<file path="src/rtl/ppr_ram.sv">
// ----------------------------------------------------------------------------
// ppr_ram: generic single-write, single-read RAM
// One write port and one read port; read data is registered.
// ----------------------------------------------------------------------------
module ppr_ram #(
	parameter int WIDTH = 8,
	parameter int DEPTH = 256
) (
	input  logic                     clk,
	input  logic                     we,
	input  logic [$clog2(DEPTH)-1:0] waddr,
	input  logic [WIDTH-1:0]         wdata,
	input  logic [$clog2(DEPTH)-1:0] raddr,
	output logic [WIDTH-1:0]         rdata
);

	logic [WIDTH-1:0] mem [DEPTH];

	// write port
	always_ff @(posedge clk) begin
		if (we) begin
			mem[waddr] <= wdata;
		end
	end

	// registered read port
	always_ff @(posedge clk) begin
		rdata <= mem[raddr];
	end

endmodule

</file>
<file path="config.mk">
export PLATFORM = sky130hd
export DESIGN_NAME = ppr_ram
export DESIGN_NICKNAME = d
export VERILOG_FILES = /design/src/rtl/ppr_ram.sv
export SDC_FILE = /design/constraint.sdc
export NUM_CORES = 2
export LEC_CHECK = 0
export BUFFER_PORTS_ARGS = -buffer_cell sky130_fd_sc_hd__buf_2
export CORE_MARGIN = 2
export CORE_UTILIZATION = 30
export CTS_BUF_LIST = sky130_fd_sc_hd__clkbuf_2 sky130_fd_sc_hd__clkbuf_4 sky130_fd_sc_hd__clkbuf_8
export CTS_CLUSTER_DIAMETER = 80
export DETAILED_ROUTE_END_ITERATION = 8
export PLACE_DENSITY = 0.41
export SETUP_SLACK_MARGIN = 0.05
export SLEW_MARGIN = 20
export SYNTH_ARGS = -nofsm -noshare
export SYNTH_HDL_FRONTEND = slang
export SYNTH_SLANG_ARGS = --single-unit
</file>
<file path="constraint.sdc">
create_clock -name clk -period 5 [get_ports clk]
set_clock_uncertainty 0.15 [all_clocks]
set_input_delay 0 -clock clk [delete_from_list [all_inputs] [get_ports clk]]
set_output_delay 0 -clock clk [all_outputs]
set_load 0.02 [all_outputs]
</file>
==> flow_summary_export.csv <==
group,metric,value,unit
sta,slew_headroom,24.6,%
floorplanning,die_area,0.269,sq mm
flow_run,cap_violations,0,
placement,dpl_cell_area,0.0847,sq mm
finish,num-nets-final,4167,
floorplanning,start_util,30.1,%
logic_synthesis,yosys_warnings,0,
finish,drive_above_1_share,28.7,%
logic_synthesis,syn_area,0.0796,sq mm
pwr,ir_drop,0.177,mV
sta,final-max-slew-violation-count,0,
finish,fillCellCount,25100,
min_path,holdPathEnd,"mem[81][7]",
floorplanning,die_h,519,um
drt,drtIter0Drc,3607,
sta,tightestPinTransition,1.13,ns
logic_synthesis,syn_nets,3759,
sta,fmax,304,MHz
critical_path,required,5.69,ns
clocking,cts_sinks,2056,
critical_path,arrival,3.98,ns
drt,wl,239,mm
critical_path,ff2ff_setup_slack,1.71,ns
clocking,worstSkewPairLatency,0.97,ns
global_routing,grt.overflow.total,0,
logic_synthesis,synthDistinctLibCells,55,
pwr,power_density,391,mW/mm^2
sta,fin_crit,3.29,ns
logic_synthesis,postSynthRegisterBits,2056,
sta,finalSetupTns,0,ns
critical_path,critPathKind,"reg -> reg",
drt,postRouteAntennaNets,0,
critical_path,r2r_end,"rdata[6]",
min_path,min_path_type,"in -> reg",
placement,hpwl,144,mm
floorplanning,die_width,519,um
global_routing,grt_pass1_wl,333,mm
logic_synthesis,syn_inst,3733,
logic_synthesis,synth-edff-count,2048,
clocking,cts.clk_slew.worst_paths,0.06,ns
clocking,post_cts_buffers,0,
global_routing,track_usage,17.4,%
floorplanning,fp-row-count,189,
run_status,outcome,"finished, final reports clean",
pwr,power_leakage,28.4,nW
global_routing,grt_start_max_net_pins,145,
drt,vias_per_cell,4.97,
critical_path,r2r-start,"mem[44][6]",
clocking,clockRootBuffer,"clkbuf_8",
drt,wl_per_cell,30.0,um
clocking,ctsResizeCount,0,
finish,syn_to_final_growth,15.7,%
logic_synthesis,synth-seq-area-share,77.5,%
clocking,cts_made_buffers,367,
logic_synthesis,async_reset_ff_share,0,%
drt,drtPass1Iterations,5,
finish,fin_area,0.0921,sq mm
min_path,min_path_cells,2,
sta,hold_violations,0,
logic_synthesis,yosys.area.top_type_share,77.3,%
critical_path,r2r_cells,7,
critical_path,startpoint_type,"flop",
clocking,ctsHoldBuffers,38,
placement,gp_congestion,0.778,
sta,min_period_over_period,65.8,%
clocking,clock_path_buffers,4,
logic_synthesis,yosysTopAreaCell,"edfxtp_1",
logic_synthesis,synth_flop_cell,"edfxtp_1",
sta,setup_viol,0,
placement,port_buffers,33,
min_path,worstHoldStart,"wdata[7]",
sta,rsz0062_at_grt,"false",
logic_synthesis,synthTopCellsByArea,"edfxtp_1 77%, mux4_2 13%, mux2i_1 1.7%, nor2_1 1.3%, a22oi_1 1.3%",
floorplanning,fp.coreArea,0.264,sq mm
clocking,htree_levels,5,
logic_synthesis,synth.avg_cell_area,21.3,sq um
critical_path,end_kind,"flop",
drt,vias,39500,
clocking,cts_tree,"yes",
critical_path,path_max_fanout,1,
drt,post-route-drc-count,0,
global_routing,grt_pass1_vias,41500,
global_routing,antenna_found_initial,22,
floorplanning,io_pins,34,
==> metrics by stage <==
stage	instances	total power, W	setup WS (ns)	hold slack (ns)	utilization (%)
global placement	7267	0.0213	1.17	0.316	32.0
CTS	7943	0.0365	1.68	0.00350	34.8
detailed placement	7267	0.0213	1.13	0.330	32.0
floorplan	3733	0.0203	2.91	-0.0511	-
global route	7945	0.0373	1.61	0.0677	34.8
finish	7946	0.0360	1.71	0.0849	34.8
==> cells in the final DEF (no fill, tap or decap), types with 96 or more instances in the layout <==
| master | count |
|---|---|
| a21oi_1 | 96 |
| a22oi_1 | 133 |
| buf_4 | 178 |
| clkbuf_4 | 109 |
| clkbuf_8 | 376 |
| clkinv_1 | 103 |
| edfxtp_1 | 2048 |
| mux2i_1 | 134 |
| mux4_2 | 454 |
| nor2_1 | 277 |
==> worst max-delay path by stage <==
stage / start / slack, ns / to
after floorplan: raddr[0] / 2.91 / rdata[2]
final: mem[44][6] / 1.71 / rdata[6]
after CTS: mem[44][6] / 1.68 / rdata[6]
after global placement: raddr[0] / 1.17 / rdata[3]
after global routing: mem[44][6] / 1.61 / rdata[6]
after detailed placement: raddr[0] / 1.13 / rdata[3]
==> logic make-up after synthesis <==
kind of cell | count (synthesis) | share of synthesized area [%]
multiplexers | 591 | 14.6
AO/OA/AOI/OAI | 385 | 3.42
AND/OR/NAND/NOR | 466 | 2.63
flip-flops | 2056 | 77.5
buffers and inverters | 235 | 1.83
==> per-layer routing <==
layer	GRT usage, %	vias to the layer above	share of wire (%)
met1	24.3	21400	44
met4	4.37	2	2.3
met3	2.71	349	5.0
li1	-	16600	-
met5	0	-	0.0063
met2	28.4	1184	48
==> cell usage after synthesis (5+ instances only) <==
cell	number
dfxtp_1	8
nor2b_1	31
edfxtp_1	2048
nor2_1	282
nor4_1	24
buf_8	13
and2_1	6
a211oi_1	16
clkbuf_1	111
buf_4	27
o22a_1	5
nor3_1	22
o21ai_0	10
a21oi_1	96
buf_12	8
o221ai_1	46
buf_6	21
o22ai_1	28
a221oi_1	13
buf_2	31
nand2_1	33
o211ai_1	10
nand4_1	10
buf_1	22
a22o_1	8
mux2i_1	134
nand3_1	34
a22oi_1	133
mux4_2	454
nand2b_1	8
==> state kept, by name, summed over array words and instances, names as in the netlist <==
name	cells
mem	2048
rdata	8
==> cell type report <==
cell class / count / area [sq um] / share of cell area, %
diodes: 3 / 7.51 / 0.00815
clock buffers: 485 / 5990 / 6.51
clock inverters: 153 / 876 / 0.951
inverters: 2 / 7.51 / 0.00815
multi-input cells: 1442 / 16600 / 18.0
flip-flops and latches: 2056 / 61700 / 67.0
well taps: 3533 / 4420 / 4.80
repair buffers: 272 / 2550 / 2.78
==> critical path, stage by stage, from the launching register on <==
cell and delay (ns):
edfxtp_1 0.36, mux4_2 0.58, a21boi_0 0.22, nand4_1 0.10, dlygate4sd3_1 0.60, a22oi_1 0.39, dlygate4sd3_1 0.73, nor4_2 0.05
==> report_power, final <==
group	switching (W)	total, W	internal, W
clock	0.00699	0.0151	0.00809
combinational	0.00126	0.00188	0.000620
sequential	0.0000444	0.0191	0.0190
Power figures use the tool's default switching activity.
