===== config.mk =====
export PLATFORM = sky130hd
export DESIGN_NAME = ppr_addr
export DESIGN_NICKNAME = d
export VERILOG_FILES = /design/src/rtl/ppr_pkg.sv /design/src/rtl/ppr_addr.sv
export SDC_FILE = /design/constraint.sdc
export NUM_CORES = 1
export LEC_CHECK = 0
export BUFFER_PORTS_ARGS = -buffer_cell sky130_fd_sc_hd__buf_4
export CAP_MARGIN = 15
export CORE_MARGIN = 1.5
export CORE_UTILIZATION = 32
export DETAILED_ROUTE_END_ITERATION = 7
export HOLD_SLACK_MARGIN = 0.05
export SLEW_MARGIN = 0
export SYNTH_ARGS = -nofsm -noshare
export SYNTH_HDL_FRONTEND = slang
export SYNTH_SLANG_ARGS = --single-unit
export TNS_END_PERCENT = 100

===== constraint.sdc =====
create_clock -name clk -period 7.7 [get_ports clk]
set_input_delay 1.54 -clock clk [delete_from_list [all_inputs] [get_ports clk]]
set_output_delay 1.54 -clock clk [all_outputs]
set_load 0.02 [all_outputs]

===== src/rtl/ppr_pkg.sv =====
// ----------------------------------------------------------------------------
// ppr_pkg: shared types and constants of the packed pixel rectangle fill block
// Item layouts, register indexes, opcodes, buffer geometry and depth helpers.
// ----------------------------------------------------------------------------
package ppr_pkg;

	// buffer geometry
	localparam int BUF_BYTES = 16384;
	localparam int ADDR_W    = $clog2(BUF_BYTES);
	// offset (8) + row product (26) + column byte offset (14) needs 27 bits
	localparam int FULL_W    = 27;
	localparam int PROD_W    = 26;
	localparam int XOFF_W    = 14;

	// opcodes
	localparam logic [1:0] OP_READ    = 2'd0;
	localparam logic [1:0] OP_WRITE   = 2'd1;
	localparam logic [1:0] OP_FILL    = 2'd2;
	localparam logic [1:0] OP_OUTLINE = 2'd3;

	// configuration register indexes
	localparam logic [1:0] REG_BPP    = 2'd0;
	localparam logic [1:0] REG_STRIDE = 2'd1;
	localparam logic [1:0] REG_OFFSET = 2'd2;

	// register reset values
	localparam logic [4:0]  BPP_RST    = 5'd8;
	localparam logic [12:0] STRIDE_RST = 13'd64;
	localparam logic [7:0]  OFFSET_RST = 8'd0;

	typedef struct packed {
		logic [1:0]  opcode;
		logic [11:0] pos_x;
		logic [11:0] pos_y;
		logic [11:0] rect_width;
		logic [11:0] rect_height;
		logic [15:0] pixel_value;
	} cmd_t;

	typedef struct packed {
		logic [15:0] read_value;
		logic        error_flag;
	} res_t;

	typedef struct packed {
		logic [4:0]  bits_per_pixel;
		logic [12:0] bytes_per_row;
		logic [7:0]  data_offset;
	} cfg_t;

	// answer of the address unit for the pixel handed in the cycle before
	typedef struct packed {
		logic              outside;
		logic [ADDR_W-1:0] addr;
	} addr_res_t;

	// byte memory access request from the sequencer
	typedef struct packed {
		logic              we;
		logic [ADDR_W-1:0] waddr;
		logic [7:0]        wdata;
		logic [ADDR_W-1:0] raddr;
	} ram_req_t;

	// supported depths: 1, 2, 4, 8, 16
	function automatic logic depth_ok(input logic [4:0] bpp);
		depth_ok = (bpp == 5'd1) || (bpp == 5'd2) || (bpp == 5'd4) ||
			(bpp == 5'd8) || (bpp == 5'd16);
	endfunction

	// log2 of a supported depth
	function automatic logic [2:0] depth_log2(input logic [4:0] bpp);
		logic [2:0] lg;
		case (bpp)
			5'd2:    lg = 3'd1;
			5'd4:    lg = 3'd2;
			5'd8:    lg = 3'd3;
			5'd16:   lg = 3'd4;
			default: lg = 3'd0;
		endcase
		depth_log2 = lg;
	endfunction

endpackage


===== src/rtl/ppr_addr.sv =====
// ----------------------------------------------------------------------------
// ppr_addr: shared pixel address unit
// Registers row * stride and the column byte offset, then adds the data
// offset and checks the pixel against the end of the buffer.
// ----------------------------------------------------------------------------
module ppr_addr (
	input  logic              clk,
	input  ppr_pkg::cfg_t     cfg,
	input  logic [12:0]       cx,
	input  logic [12:0]       cy,
	output ppr_pkg::addr_res_t res
);

	logic [ppr_pkg::PROD_W-1:0] prod_s1;
	logic [ppr_pkg::XOFF_W-1:0] xoff_s1;
	logic [16:0]                bit_pos;
	logic [ppr_pkg::FULL_W-1:0] full;
	logic [ppr_pkg::FULL_W-1:0] limit;

	// column bit position: x shifted by log2 of the depth
	assign bit_pos = {4'd0, cx} << ppr_pkg::depth_log2(cfg.bits_per_pixel);

	// product stage
	always_ff @(posedge clk) begin
		prod_s1 <= ppr_pkg::PROD_W'(cy) * ppr_pkg::PROD_W'(cfg.bytes_per_row);
		xoff_s1 <= bit_pos[16:3];
	end

	// sum and bounds check; a 16 bit pixel needs its second byte inside too
	always_comb begin
		full  = ppr_pkg::FULL_W'(cfg.data_offset) + ppr_pkg::FULL_W'(prod_s1) +
			ppr_pkg::FULL_W'(xoff_s1);
		limit = (cfg.bits_per_pixel == 5'd16) ?
			ppr_pkg::FULL_W'(ppr_pkg::BUF_BYTES - 1) : ppr_pkg::FULL_W'(ppr_pkg::BUF_BYTES);
		res.outside = (full >= limit);
		res.addr    = full[ppr_pkg::ADDR_W-1:0];
	end

endmodule


==> results.md <==
- Status: completed
- XOR/XNOR share of the synthesized area: 0.03608
- Hold-fix buffers, CTS: 0
- CP startpoint: cfg[7]
- Max incr delay on CP: 0.47 ns
- ANT cells: 0
- Worst Path Required: 6.16 ns
- Pin count of the biggest net entering global routing: 26
- Core ar.: 0.02525 sq mm
- Crit path DAT: 5.17 ns
- Routed via count: 6135
- Post-synthesis sequential area ratio: 0.09703
- CP max stage cell: fa_1
- Share of layout cells above drive strength 1: 0.09192
- First-pass GRT wire length: 30520 microns
- Synth Register Bits: 40
- Commonest non-fill, non-tap cells in the layout: 180 x inv_1, 130 x fa_1, 127 x nand2_1
- Final hold violation count: 0
- CP endpoint kind: primary output
- Post-synthesis simple-gate area fraction: 0.1824
- Vias in the first global route: 6342
- H-tree lvl count: 2
- LEAKAGE: 0.004784 uW
- RSZ-0062 raised after global routing: false
- Yosys warns: 0
- Routed WL per cell: 13.54 microns
- Period utilisation layout: 0.8712
- Nets: 1279
- Largest family of logic cells by synthesized area: adder cells
- Hold/Removal Path Class: input pin to register
- Hold Startpoint: cx[0]
- Gr usage total: 0.1403
- Final setup vio count: 0
- Max Fclk: 149.1 MHz
- Sink Count: 40
- Ys async rst share: 0
- Port buffer count: 67
- Drt first-iter violations: 236
- Die height: 163.6 microns
- DRC Markers: 0
- Setup CP Type: input pin to primary output
- Drt total wl: 17880 microns
- Max-cap viol count: 0
- Setup Buffers After CTS: 0
- CTS tree: done
- Area Overhead vs Synth: 11.26%
- Worst-Margin Slew: 0.6378 ns
- Final min period: 6.708 ns
- Die area: 0.02676 sq mm
- Top fanout value on the critical path: 4
- CP cell instances: buf_4 > fa_1 > ha_1 > or3_4 > or4_1 > o21a_1 > and2_1 > o21a_1 > a21oi_1 > xnor2_1 > ha_1 > nand4_1 > nor4_1 > nor2_1 > nand3_1 > a211oi_1 > nand3_1 > buf_4
- Maximum VDD drop: 0.4298 mV
- Unique masters post-synth: 54
- Final ANT Viol Nets: 0
- Post-synthesis adder-cell area fraction: 0.4760
- Max Root-Sink Buffers: 2
- Number of buffers created by CTS: 5
- Ports: 68
- Reg clk slew, reported paths: 0.05 ns
- Vias per cell: 4.648
- Mapped Area: 0.008253 sq mm
- Rel. slew slack: 0.5748
- Initial antenna violation count: 0
- Post-synthesis net count: 1238
- Final setup TNS: 0 ns
- Max-slew violations: 0
- Main flop type after synthesis: dfxtp_1
- Post-synthesis cell count: 949
- Mux cell area share after synthesis: 0.02805
- Cts repair resizes: 0
- Avg Inst Size Synth: 8.696 sq um
- Fin Hold WS: 1.475 ns
- Clk root buf: clkbuf_16
- Grt total ovfl: 0
- Startpoint type of the worst setup path: input pin
- Post-synth EDFFs: 0
- Power Density: 392.0 mW/mm^2
- Die width: 163.6 microns
- Row count: 58
- DP Wirelength: 15240 microns
- Complex-gate fraction of the synthesized area: 0.08263
- Most common cell after layout, fill and taps aside: inv_1
- Final GP Congestion: 0.8525
- Initial Util: 0.3268
- Initial DRT Pass Iterations: 4
-- kinds of logic (layout without fill, tap and decap cells) --
kind of cell | Yosys count | after routing
XOR/XNOR | 34 | 34
AND/OR/NAND/NOR | 297 | 297
multiplexers | 23 | 23
adder cells (fa/ha/maj) | 236 | 236
buffers and inverters | 214 | 255
AO/OA/AOI/OAI | 105 | 105
flip-flops | 40 | 40
-- metrics by stage --
stage	total power, uW	setup WS, ns	utilization	instance area (sq um)	std cells
finish	3599	0.9916	0.3636	9183	1320
global route	4057	0.6773	0.3636	9183	1320
global placement	3394	1.026	0.3582	9045	1313
floorplan	2688	1.137	-	8253	949
CTS	3639	0.9557	0.3636	9183	1320
detailed placement	3422	0.9552	0.3582	9045	1313
-- where the power goes --
group | leakage (uW) | internal [uW] | switching [uW] | total, uW
sequential | 0.000336 | 309 | 52.4 | 362
clock | 0.0000657 | 117 | 72.4 | 190
combinational | 0.00438 | 1340 | 1710 | 3050
total | 0.00478 | 1770 | 1830 | 3600
-- cells in the mapped netlist (3+ instances only) --
master    instances  area [sq um]
a211oi_1          7         52.55
a21o_1           13         97.59
a21oi_1          28         140.1
a31o_2            3         26.28
a31oi_1           3         18.77
and2_1           96         600.6
and3_1            5         31.28
clkbuf_1         32         120.1
dfxtp_1          40         800.8
fa_1            130          2603
ha_1            106          1326
inv_1           180         675.7
mux2i_1          22         220.2
nand2_1         127         476.7
nand3_1           7         35.03
nand4_1          10         62.56
nor2_1           17         63.81
nor2b_1           7         43.79
nor3_1            6         30.03
nor4_1            3         18.77
o211ai_1          9         67.56
o21a_1            4         30.03
o21ai_0          22         110.1
or2_2             3         18.77
or4_1             3         22.52
xnor2_1          25         219.0
xor2_1            9         78.83
-- worst max-delay path: cells and delay by family --
| family | cells | cell delay [ns] |
|---|---|---|
| AO/OA/AOI/OAI | 4 | 0.82 |
| XOR/XNOR | 1 | 0.15 |
| adder cells (fa/ha/maj) | 3 | 0.98 |
| buffers and inverters | 2 | 0.29 |
| AND/OR/NAND/NOR | 8 | 1.40 |
-- flip-flops by register name, summed over array words and instances, names as in the netlist --
register  flops
xoff_s1      14
prod_s1      26
-- metal layers --
layer | global-route usage | up-vias | wire [microns]
met4 | 0.03099 | 0 | 291
met2 | 0.2336 | 105 | 8181
met1 | 0.1969 | 2943 | 8842
li1 | - | 3065 | -
met3 | 0.01270 | 22 | 560
met5 | 0 | - | 0
-- worst paths after layout --
| kind | end | slack (ns) | cells after the start |
|---|---|---|---|
| worst max-delay path | res[14] | 0.99 | 18 |
| worst min-delay path | xoff_s1[1] | 1.48 | 3 |
-- cell type report --
type / instances / area [sq um]
Fill cell: 2605 / 16070
Multi-Input combinational cell: 695 / 6645
Sequential cell: 40 / 800.8
Inverter: 180 / 675.6
Timing Repair Buffer: 68 / 510.5
Tap cell: 330 / 412.9
Clock buffer: 5 / 125.1
Clock inverter: 2 / 12.51
No activity file was read; power rests on OpenSTA's default activity.
