### config.mk
export PLATFORM = sky130hd
export DESIGN_NAME = ppr_ctrl
export DESIGN_NICKNAME = d
export VERILOG_FILES = /design/src/rtl/ppr_pkg.sv /design/src/rtl/ppr_ctrl.sv
export SDC_FILE = /design/constraint.sdc
export NUM_CORES = 1
export LEC_CHECK = 0
export ABC_AREA = 1
export BUFFER_PORTS_ARGS = -buffer_cell sky130_fd_sc_hd__buf_2
export CORE_AREA = 2 2 153 155
export DETAILED_ROUTE_END_ITERATION = 7
export DIE_AREA = 0 0 155 157
export PLACE_DENSITY_LB_ADDON = 0.1
export SYNTH_ARGS = -nofsm -noshare
export SYNTH_HDL_FRONTEND = slang
export SYNTH_SLANG_ARGS = --single-unit
### constraint.sdc
create_clock -name clk -period 5.2 [get_ports clk]
set_input_delay 0.52 -clock clk [delete_from_list [all_inputs] [get_ports clk]]
set_output_delay 0.52 -clock clk [all_outputs]
set_load 0.1 [all_outputs]
### src/rtl/ppr_pkg.sv
// ----------------------------------------------------------------------------
// ppr_pkg: shared types and constants of the packed pixel rectangle fill block
// Item layouts, register indexes, opcodes, buffer geometry and depth helpers.
// ----------------------------------------------------------------------------
package ppr_pkg;

	// buffer geometry
	localparam int BUF_BYTES = 16384;
	localparam int ADDR_W    = $clog2(BUF_BYTES);
	// offset (8) + row product (26) + column byte offset (14) needs 27 bits
	localparam int FULL_W    = 27;
	localparam int PROD_W    = 26;
	localparam int XOFF_W    = 14;

	// opcodes
	localparam logic [1:0] OP_READ    = 2'd0;
	localparam logic [1:0] OP_WRITE   = 2'd1;
	localparam logic [1:0] OP_FILL    = 2'd2;
	localparam logic [1:0] OP_OUTLINE = 2'd3;

	// configuration register indexes
	localparam logic [1:0] REG_BPP    = 2'd0;
	localparam logic [1:0] REG_STRIDE = 2'd1;
	localparam logic [1:0] REG_OFFSET = 2'd2;

	// register reset values
	localparam logic [4:0]  BPP_RST    = 5'd8;
	localparam logic [12:0] STRIDE_RST = 13'd64;
	localparam logic [7:0]  OFFSET_RST = 8'd0;

	typedef struct packed {
		logic [1:0]  opcode;
		logic [11:0] pos_x;
		logic [11:0] pos_y;
		logic [11:0] rect_width;
		logic [11:0] rect_height;
		logic [15:0] pixel_value;
	} cmd_t;

	typedef struct packed {
		logic [15:0] read_value;
		logic        error_flag;
	} res_t;

	typedef struct packed {
		logic [4:0]  bits_per_pixel;
		logic [12:0] bytes_per_row;
		logic [7:0]  data_offset;
	} cfg_t;

	// answer of the address unit for the pixel handed in the cycle before
	typedef struct packed {
		logic              outside;
		logic [ADDR_W-1:0] addr;
	} addr_res_t;

	// byte memory access request from the sequencer
	typedef struct packed {
		logic              we;
		logic [ADDR_W-1:0] waddr;
		logic [7:0]        wdata;
		logic [ADDR_W-1:0] raddr;
	} ram_req_t;

	// supported depths: 1, 2, 4, 8, 16
	function automatic logic depth_ok(input logic [4:0] bpp);
		depth_ok = (bpp == 5'd1) || (bpp == 5'd2) || (bpp == 5'd4) ||
			(bpp == 5'd8) || (bpp == 5'd16);
	endfunction

	// log2 of a supported depth
	function automatic logic [2:0] depth_log2(input logic [4:0] bpp);
		logic [2:0] lg;
		case (bpp)
			5'd2:    lg = 3'd1;
			5'd4:    lg = 3'd2;
			5'd8:    lg = 3'd3;
			5'd16:   lg = 3'd4;
			default: lg = 3'd0;
		endcase
		depth_log2 = lg;
	endfunction

endpackage

### src/rtl/ppr_ctrl.sv
// ----------------------------------------------------------------------------
// ppr_ctrl: command sequencer
// Clears the buffer after reset, splits each command into spans, walks the
// pixels of each span through the address unit and does the byte
// read-modify-write.
// ----------------------------------------------------------------------------
module ppr_ctrl (
	input  logic               clk,
	input  logic               arst_n,
	input  ppr_pkg::cfg_t      cfg,
	input  logic               start,
	input  ppr_pkg::cmd_t      cmd,
	output logic               busy,
	output logic               done,
	output ppr_pkg::res_t      result,
	output logic [12:0]        cx,
	output logic [12:0]        cy,
	input  ppr_pkg::addr_res_t ares,
	output ppr_pkg::ram_req_t  ram_req,
	input  logic [7:0]         ram_rdata
);

	localparam logic [2:0] ST_CLR  = 3'd0;
	localparam logic [2:0] ST_IDLE = 3'd1;
	localparam logic [2:0] ST_MUL  = 3'd2;
	localparam logic [2:0] ST_ADD  = 3'd3;
	localparam logic [2:0] ST_RD   = 3'd4;
	localparam logic [2:0] ST_WR   = 3'd5;
	localparam logic [2:0] ST_DONE = 3'd6;

	logic [2:0]                  state_q;
	logic [ppr_pkg::ADDR_W-1:0]  clr_q;
	ppr_pkg::cmd_t               cmd_q;
	logic [11:0]                 row_q;
	logic [1:0]                  seg_q;
	logic [12:0]                 cx_q;
	logic [12:0]                 cy_q;
	logic                        vert_q;
	logic [11:0]                 len_q;
	logic [11:0]                 i_q;
	logic [ppr_pkg::ADDR_W-1:0]  addr_q;
	logic                        byte_q;
	logic [15:0]                 rdv_q;
	logic                        err_q;

	// span sequencing
	logic [11:0] h_eff;
	logic        seg_abort;
	logic        nxt_done;
	logic [12:0] nxt_x;
	logic [12:0] nxt_y;
	logic        nxt_vert;
	logic [11:0] nxt_len;
	logic [11:0] row_n;
	logic [1:0]  seg_n;

	// pixel byte handling
	logic        is16;
	logic        is8;
	logic [16:0] bit_pos;
	logic [2:0]  sh;
	logic [3:0]  sh_w;
	logic [7:0]  mask;
	logic [7:0]  merged;
	logic [7:0]  extracted;
	logic        pix_last;
	logic        is_read;

	assign is16    = (cfg.bits_per_pixel == 5'd16);
	assign is8     = (cfg.bits_per_pixel == 5'd8);
	assign is_read = (cmd_q.opcode == ppr_pkg::OP_READ);
	assign h_eff   = (cfg.bytes_per_row == 13'd0) ? 12'd1 : cmd_q.rect_height;
	assign row_n   = row_q + 12'd1;
	assign seg_n   = seg_q + 2'd1;
	assign pix_last = ((i_q + 12'd1) == len_q);

	// a fill row whose first pixel is outside ends the whole fill
	assign seg_abort = (state_q == ST_ADD) && ares.outside && (i_q == 12'd0);

	// next span of the command
	always_comb begin
		nxt_done = 1'b1;
		nxt_x    = 13'(cmd_q.pos_x);
		nxt_y    = 13'(cmd_q.pos_y);
		nxt_vert = 1'b0;
		nxt_len  = cmd_q.rect_width;
		case (cmd_q.opcode)
			ppr_pkg::OP_FILL: begin
				nxt_done = seg_abort || (row_n == h_eff);
				nxt_y    = 13'(cmd_q.pos_y) + 13'(row_n);
			end
			ppr_pkg::OP_OUTLINE: begin
				nxt_done = (seg_q == 2'd3);
				case (seg_n)
					2'd1: begin
						nxt_y = 13'(cmd_q.pos_y) + 13'(cmd_q.rect_height) - 13'd1;
					end
					2'd2: begin
						nxt_vert = 1'b1;
						nxt_len  = h_eff;
					end
					default: begin
						nxt_x    = 13'(cmd_q.pos_x) + 13'(cmd_q.rect_width) - 13'd1;
						nxt_vert = 1'b1;
						nxt_len  = h_eff;
					end
				endcase
			end
			default: begin
				nxt_done = 1'b1;
			end
		endcase
	end

	// sub-byte position and mask; pixels are packed msb first
	always_comb begin
		bit_pos   = {4'd0, cx_q} << ppr_pkg::depth_log2(cfg.bits_per_pixel);
		sh_w      = 4'd8 - cfg.bits_per_pixel[3:0] - {1'b0, bit_pos[2:0]};
		sh        = sh_w[2:0];
		mask      = 8'((9'd1 << cfg.bits_per_pixel[3:0]) - 9'd1);
		extracted = (ram_rdata >> sh) & mask;
		if (is16) begin
			merged = byte_q ? cmd_q.pixel_value[7:0] : cmd_q.pixel_value[15:8];
		end else if (is8) begin
			merged = cmd_q.pixel_value[7:0];
		end else begin
			merged = (ram_rdata & ~(mask << sh)) | ((cmd_q.pixel_value[7:0] & mask) << sh);
		end
	end

	// memory port requests
	always_comb begin
		ram_req.raddr = addr_q + ppr_pkg::ADDR_W'(byte_q);
		if (state_q == ST_CLR) begin
			ram_req.we    = 1'b1;
			ram_req.waddr = clr_q;
			ram_req.wdata = 8'd0;
		end else begin
			ram_req.we    = (state_q == ST_WR) && !is_read;
			ram_req.waddr = addr_q + ppr_pkg::ADDR_W'(byte_q);
			ram_req.wdata = merged;
		end
	end

	// control state
	always_ff @(posedge clk or negedge arst_n) begin
		if (!arst_n) begin
			state_q <= ST_CLR;
			clr_q   <= '0;
			row_q   <= '0;
			seg_q   <= '0;
			i_q     <= '0;
			byte_q  <= 1'b0;
			err_q   <= 1'b0;
		end else begin
			unique case (state_q)
				ST_CLR: begin
					clr_q <= clr_q + 1'b1;
					if (&clr_q) begin
						state_q <= ST_IDLE;
					end
				end
				ST_IDLE: begin
					if (start) begin
						row_q  <= '0;
						seg_q  <= '0;
						i_q    <= '0;
						byte_q <= 1'b0;
						if (!ppr_pkg::depth_ok(cfg.bits_per_pixel)) begin
							err_q   <= 1'b1;
							state_q <= ST_DONE;
						end else if (cmd.opcode[1] &&
							(cmd.rect_width == 12'd0 || cmd.rect_height == 12'd0)) begin
							err_q   <= 1'b0;
							state_q <= ST_DONE;
						end else begin
							err_q   <= 1'b0;
							state_q <= ST_MUL;
						end
					end
				end
				ST_MUL: begin
					state_q <= ST_ADD;
				end
				ST_ADD: begin
					byte_q <= 1'b0;
					if (ares.outside) begin
						err_q <= 1'b1;
						i_q   <= '0;
						if (nxt_done) begin
							state_q <= ST_DONE;
						end else begin
							row_q   <= row_n;
							seg_q   <= seg_n;
							state_q <= ST_MUL;
						end
					end else begin
						state_q <= ST_RD;
					end
				end
				ST_RD: begin
					state_q <= ST_WR;
				end
				ST_WR: begin
					if (is16 && !byte_q) begin
						byte_q  <= 1'b1;
						state_q <= ST_RD;
					end else if (!pix_last) begin
						i_q     <= i_q + 12'd1;
						state_q <= ST_MUL;
					end else begin
						i_q <= '0;
						if (nxt_done) begin
							state_q <= ST_DONE;
						end else begin
							row_q   <= row_n;
							seg_q   <= seg_n;
							state_q <= ST_MUL;
						end
					end
				end
				ST_DONE: begin
					state_q <= ST_IDLE;
				end
				default: begin
					state_q <= ST_IDLE;
				end
			endcase
		end
	end

	// item, position and address registers
	always_ff @(posedge clk) begin
		case (state_q)
			ST_IDLE: begin
				if (start) begin
					cmd_q  <= cmd;
					cx_q   <= 13'(cmd.pos_x);
					cy_q   <= 13'(cmd.pos_y);
					vert_q <= 1'b0;
					len_q  <= cmd.opcode[1] ? cmd.rect_width : 12'd1;
					rdv_q  <= '0;
				end
			end
			ST_ADD: begin
				addr_q <= ares.addr;
				if (ares.outside && !nxt_done) begin
					cx_q   <= nxt_x;
					cy_q   <= nxt_y;
					vert_q <= nxt_vert;
					len_q  <= nxt_len;
				end
			end
			ST_WR: begin
				// capture read bytes, high byte first for 16 bit pixels
				if (is_read) begin
					if (is16) begin
						if (byte_q) begin
							rdv_q[7:0] <= ram_rdata;
						end else begin
							rdv_q[15:8] <= ram_rdata;
						end
					end else if (is8) begin
						rdv_q <= {8'd0, ram_rdata};
					end else begin
						rdv_q <= {8'd0, extracted};
					end
				end
				// step to the next pixel or span
				if (!(is16 && !byte_q)) begin
					if (!pix_last) begin
						if (vert_q) begin
							cy_q <= cy_q + 13'd1;
						end else begin
							cx_q <= cx_q + 13'd1;
						end
					end else if (!nxt_done) begin
						cx_q   <= nxt_x;
						cy_q   <= nxt_y;
						vert_q <= nxt_vert;
						len_q  <= nxt_len;
					end
				end
			end
			default: begin
			end
		endcase
	end

	assign cx                = cx_q;
	assign cy                = cy_q;
	assign busy              = (state_q != ST_IDLE);
	assign done              = (state_q == ST_DONE);
	assign result.read_value = rdv_q;
	assign result.error_flag = err_q;

endmodule

==> results.toml, run 1 <==
[power_and_ir_drop]
p_per_area_mw_per_mm2 = 633.4
seqPwrFrac = 0.257
pwr-share-comb = 0.608
power_mw = 9.376
irDropWorstVdd_v = 0.0004629
pwr-share-clk = 0.135
sw_frac_of_total = 0.5723
switchingPower_mw = 5.366
internal_power_mw = 4.010
p_leak_nw = 7.072

[grt]
grt_start_max_net_pins = 46
antenna_found_initial = 0
grt_pass1_vias = 11090
overflow = 0
track_usage = 0.3076
grt_pass1_wl_mm = 58.36

[timing]
slew_violations = 0
max_freq_mhz = 216.7
max_slew_margin = 0.2994
post-route-period-util = 0.8873
fin_skew_ns = 0.01656
tightest_slew_ns = 1.051
rsz0062_at_grt = "no"
worst_hold_slack_ns = 0.2401
timing.final.crit_period_ns = 4.614
fin_tns_setup_ns = 0
hold_viol = 0
setup_viol = 0

[clock_tree]
cts-root-buf = "clkbuf_16"
cts_buffers = 17
clk_pin_slew_ns = 0.08
insertion_delay_ns = 0.44
cts_tree = "built"
cts_setup_buffers = 0
htreeDepth = 4
clock_sinks = 180
hold_buffers = 0
cts_resized = 0
clock_path_buffers = 2

[drt]
drc_errors = 0
drtIter0Drc = 981
vias = 12040
drt-pass1-iter-count = 6
viasPerCell = 5.568
routedWlPerCell_um = 17.28
ant_nets = 0
wirelength_mm = 37.38

[yosys]
synth_top_family_by_area = "simple AND/OR/NAND/NOR gates"
yosys.area.top_type_share = 0.3117
syn-cell-area_sq_mm = 0.01301
ys_seq_elements = 180
synthMuxAreaShare = 0
synth-seq-area-share = 0.3982
syn_nets = 1870
synth_xor_area_frac = 0.04511
postSynthCellCount = 1677
synth-compound-area-share = 0.1257
synth-simple-area-share = 0.2623
synth_largest_area_cell = "edfxtp_1"
yosysWarnings = 0
syn_avg_cell_area_sq_um = 7.756
synth_fa_ha_area_frac = 0.07387
yosysUniqueCellTypes = 56
synthTopCellsByArea = "edfxtp_1 (31%), nand2_1 (12%), dfrtp_1 (8.7%), inv_1 (7.6%), ha_1 (6.9%)"

[critical_path]
worstSetupEndpoint = "ram_req[15]"
slowest_delay_ns = 0.49
cp-end-kind = "primary output"
critical_path.slowest_cell = "buf_2"
critical_path_class = "in2out"
critPathArrivalTime_ns = 4.09
path_max_fanout = 17
rr_endpoint = "len_q[9]$_DFFE_PP_"
cp-startpoint = "cfg[24]"
cp.required_ns = 4.68
r2r_setup_slack_ns = 1.57
r2r-start = "i_q[0]$_DFFE_PN0P_"
rr_worst_depth = 15
path_cells = "buf_2 > inv_1 > nor2_1 > nand3_1 > inv_2 > nor2_4 > nand2_1 > inv_1 > o21ai_0 > a21oi_1 > ha_1 > inv_1 > ha_1 > xor2_1 > xor2_1 > nand3b_1 > nand2_2 > inv_2 > nand2_1 > nand3_1 > nand2_1 > a21oi_1 > buf_2"
critPathLaunchType = "input pin"

[floorplanning]
fp.coreArea_sq_mm = 0.02250
die_h_um = 157
start_util = 0.5780
die_x_um = 155
ios = 200
rows = 55
dieArea_sq_mm = 0.02434

[layout]
area_growth_pct = 13.80
insertedDiodeCount = 0
final_nets = 2058
drive_gt1_frac = 0.1672
final_cell_mix = "nand2_1 (404), inv_1 (263), buf_2 (190), edfxtp_1 (135), nor2_1 (133)"
layout_commonest_cell = "nand2_1"

[placed_design]
place_congestion = 0.9606
numPortBuffers = 191
dp_hpwl_mm = 29.30

[run_status]
status = "completed"

[run]
maxCapViolations = 0

[hold_path]
hold_class = "in2async"
## routing by layer
layer	share of wire	track usage
met5	0	0
met4	0.037	0.1168
met3	0.072	0.05589
met2	0.46	0.5026
met1	0.43	0.4103
## cells by family after synthesis
group                    after synthesis
buffers and inverters                314
AND/OR/NAND/NOR                      766
flip-flops                           180
adder cells (fa/ha/maj)               75
XOR/XNOR                              67
AO/OA/AOI/OAI                        275
## power groups by stage
stage | sequential, mW | clock, mW | combinational [mW]
finish | 2.41 | 1.27 | 5.70
global route | 2.45 | 1.33 | 6.12
CTS | 2.41 | 1.27 | 5.67
detailed placement | 2.43 | 0 | 5.66
global placement | 2.42 | 0 | 5.62
floorplan | 3.52 | 0 | 3.45
## worst min path at each step
stage | slack [ns] | startpoint | cells past startpoint | to
after CTS | 0.25 | ares[9] | 1 | addr_q[9]$_DFFE_PP_
after global routing | 0.25 | ares[7] | 1 | addr_q[7]$_DFFE_PP_
after detailed placement | 0.46 | clr_q[13]$_DFFE_PN0P_ | 1 | clr_q[13]$_DFFE_PN0P_
final | 0.24 | arst_n | 1 | row_q[2]$_DFFE_PN0P_
after global placement | 0.45 | clr_q[12]$_DFFE_PN0P_ | 1 | clr_q[12]$_DFFE_PN0P_
after floorplan | 0.22 | arst_n | 0 | byte_q$_DFFE_PN0P_
## worst max-delay path, delay by kind of cell
family                   cells  cell delay [ns]
buffers and inverters        7             1.27
AND/OR/NAND/NOR              9             1.10
AO/OA/AOI/OAI                3             0.45
adder cells (fa/ha/maj)      2             0.39
XOR/XNOR                     2             0.36
## final cells by class
type / count / area (sq um)
clock buffers: 20 / 436.7
clock inverters: 12 / 117.6
fillers: 2041 / 7700
inverters: 282 / 1061
multi-input cells: 1183 / 6605
flip-flops and latches: 180 / 5180
well taps: 285 / 356.6
repair buffers: 201 / 1046
## synth_stat cells (all sizes together)
| cell type | count |
|---|---|
| nor4 | 4 |
| a31o | 2 |
| nand4 | 25 |
| o22ai | 22 |
| or2 | 10 |
| o221ai | 12 |
| inv | 277 |
| a211oi | 1 |
| nor3 | 20 |
| o21a | 2 |
| o21bai | 8 |
| o21ai | 113 |
| buf | 11 |
| nand3 | 108 |
| fa | 3 |
| nand3b | 15 |
| o31ai | 3 |
| a22oi | 1 |
| dfrtp | 45 |
| clkinv | 5 |
| o2111ai | 3 |
| a21o | 5 |
| and3 | 3 |
| xnor2 | 21 |
| nor2 | 156 |
| and2 | 2 |
| a221oi | 3 |
| edfxtp | 135 |
| clkbuf | 21 |
| a32oi | 1 |
| a21oi | 74 |
| a22o | 2 |
| a31oi | 2 |
| o311ai | 1 |
| ha | 72 |
| o211ai | 19 |
| nand2 | 423 |
| a41oi | 1 |
| xor2 | 46 |
## sequential cells by signal (all words and copies together) (netlist names)
| name | cells |
|---|---|
| addr_q | 14 |
| byte_q | 1 |
| clr_q | 14 |
| cmd_q | 66 |
| cx | 13 |
| cy | 13 |
| err_q | 1 |
| i_q | 12 |
| len_q | 12 |
| rdv_q | 16 |
| row_q | 12 |
| seg_q | 2 |
| state_q | 3 |
| vert_q | 1 |
## through the flow
step / setup slack [ns] / cells / utilization / cell area, sq um
6_report: 0.5860 / 2163 / 0.6578 / 14800
5_1_grt: 0.2606 / 2163 / 0.6578 / 14800
4_1_cts: 0.6420 / 2163 / 0.6578 / 14800
3_5_place_dp: 0.6453 / 2131 / 0.6332 / 14250
3_3_place_gp: 0.6893 / 2131 / 0.6332 / 14250
2_1_floorplan: 0.2547 / 1677 / - / 13010
Power figures use the tool's default switching activity.
==> run 2: changes to the inputs <==
==> constraint.sdc (replaced) <==
create_clock -name clk -period 5.2 [get_ports clk]
set_input_delay 0.52 -clock clk [delete_from_list [all_inputs] [get_ports clk]]
set_output_delay 0.52 -clock clk [all_outputs]
set_load 0.05 [all_outputs]
==> run 2 against run 1 <==
Largest power group unchanged. Via count grew 0.86%. Worst hold slack lost 0.097 ns. Worst setup slack gained 0.28 ns. Final area grew 0.61%. Critical endpoint unchanged. Clock skew is essentially flat. Largest cell class unchanged.
==> results.toml, run 2 (synthesized netlist as in run 1, its figures left out) <==
[drt]
viasPerCell = 5.605
vias = 12150
routedWlPerCell_um = 17.41
wirelength_mm = 37.73
drc_errors = 0
drt-pass1-iter-count = 5
drtIter0Drc = 830
ant_nets = 0

[layout]
drive_gt1_frac = 0.1706
final_cell_mix = "nand2_1 (404), inv_1 (263), buf_2 (191), edfxtp_1 (135), nor2_1 (133)"
num-fill-cells = 2015
largest_reg_flops = 66
area_growth_pct = 14.50
top_register = "cmd_q"
reg_top3 = "cmd_q: 66 flops, rdv_q: 16 flops"
final_nets = 2062
layout_commonest_cell = "nand2_1"
insertedDiodeCount = 0
final_area_sq_mm = 0.01489

[timing]
hold_viol = 0
max_slew_margin = 0.2784
fin_tns_setup_ns = 0
max_freq_mhz = 230.8
setup_viol = 0
timing.final.crit_period_ns = 4.334
tightest_slew_ns = 1.080
fin_skew_ns = 0.01682
rsz0062_at_grt = "no"
slew_violations = 0
post-route-period-util = 0.8334

[clock_tree]
cts_resized = 0
cts-root-buf = "clkbuf_16"
cts_buffers = 17
cts_tree = "built"
cts_setup_buffers = 0
htreeDepth = 4
clock_sinks = 180
hold_buffers = 0
clock_path_buffers = 2
insertion_delay_ns = 0.45
clk_pin_slew_ns = 0.08

[placed_design]
dp_hpwl_mm = 29.40
dpl_cell_area_sq_mm = 0.01426
numPortBuffers = 191
place_congestion = 0.9699

[power_and_ir_drop]
p_leak_nw = 7.116
irDropWorstVdd_v = 0.0004380
p_per_area_mw_per_mm2 = 560.9

[grt]
grt_pass1_wl_mm = 59.64
track_usage = 0.3159
grt_start_max_net_pins = 46
grt_pass1_vias = 11400
antenna_found_initial = 0
overflow = 0

[floorplanning]
die_x_um = 155
ios = 200
fp.coreArea_sq_mm = 0.02250
rows = 55
dieArea_sq_mm = 0.02434
start_util = 0.5780
die_h_um = 157

[critical_path]
cp-end-kind = "primary output"
critPathLaunchType = "input pin"
critical_path_class = "in2out"
critPathArrivalTime_ns = 3.81
path_max_fanout = 17
cp.required_ns = 4.68

[run_status]
status = "completed"

[run]
maxCapViolations = 0

[hold_path]
hold_class = "in2async"
run 2: metal layers:
layer,part of all wire,GRT usage
met1,0.43,0.4225
met2,0.46,0.5228
met3,0.075,0.04323
met4,0.038,0.1257
met5,0,0
run 2: final cells by class:
type / count / area [sq um] / share of cell area
well taps: 285 / 356.6 / 0.02394
inverters: 282 / 1061 / 0.07124
clock inverters: 15 / 203.9 / 0.01369
multi-input cells: 1183 / 6605 / 0.4435
repair buffers: 205 / 1061 / 0.07124
flip-flops and latches: 180 / 5180 / 0.3478
clock buffers: 17 / 425.4 / 0.02856
run 2: power by group:
part           switching, mW  internal [mW]  total [mW]
Clock                  0.723          0.673        1.40
Combinational           3.29           1.25        4.54
Sequential             0.331           2.08        2.41
Total                   4.35           4.01        8.35
run 2: final timing paths:
check / from / to / slack, ns / cells after the start
max: cfg[23] / ram_req[15] / 0.87 / 23
min: arst_n / row_q[1]$_DFFE_PN0P_ / 0.14 / 2
max reg2reg: state_q[0]$_DFFE_PN0P_ / len_q[10]$_DFFE_PP_ / 1.54 / 9
min reg2reg: clr_q[11]$_DFFE_PN0P_ / clr_q[11]$_DFFE_PN0P_ / 0.47 / 1
max in group asynchronous: arst_n / seg_q[0]$_DFFE_PN0P_ / 4.64 / 2
min in group clk: ares[12] / addr_q[12]$_DFFE_PP_ / 0.24 / 1
run 2: worst max-delay path: stages:
cell	delay, ns
buf_2	0.12
nor2_2	0.04
buf_4	0.16
nand2_1	0.15
nor2_4	0.07
nor2_4	0.23
nand2_1	0.10
inv_1	0.11
o21ai_0	0.10
a21oi_1	0.13
ha_1	0.24
inv_1	0.06
ha_1	0.15
xor2_1	0.17
xor2_1	0.18
nand3b_1	0.16
nand2_2	0.07
inv_2	0.25
nand2_1	0.09
nand3_1	0.09
nand2_1	0.05
a21oi_1	0.25
buf_2	0.33
run 2: stage by stage:
stage / hold slack [ns] / power, mW / cells / utilization / setup slack [ns]
after CTS: 0.1681 / 8.342 / 2167 / 0.6618 / 0.8987
after global placement: 0.4548 / 6.886 / 2135 / 0.6339 / 0.9789
after global routing: 0.2087 / 8.903 / 2167 / 0.6618 / 0.5886
final: 0.1432 / 8.354 / 2167 / 0.6618 / 0.8664
after detailed placement: 0.4568 / 6.936 / 2135 / 0.6339 / 0.9032
after floorplan: 0.2244 / 5.805 / 1677 / - / 0.9595
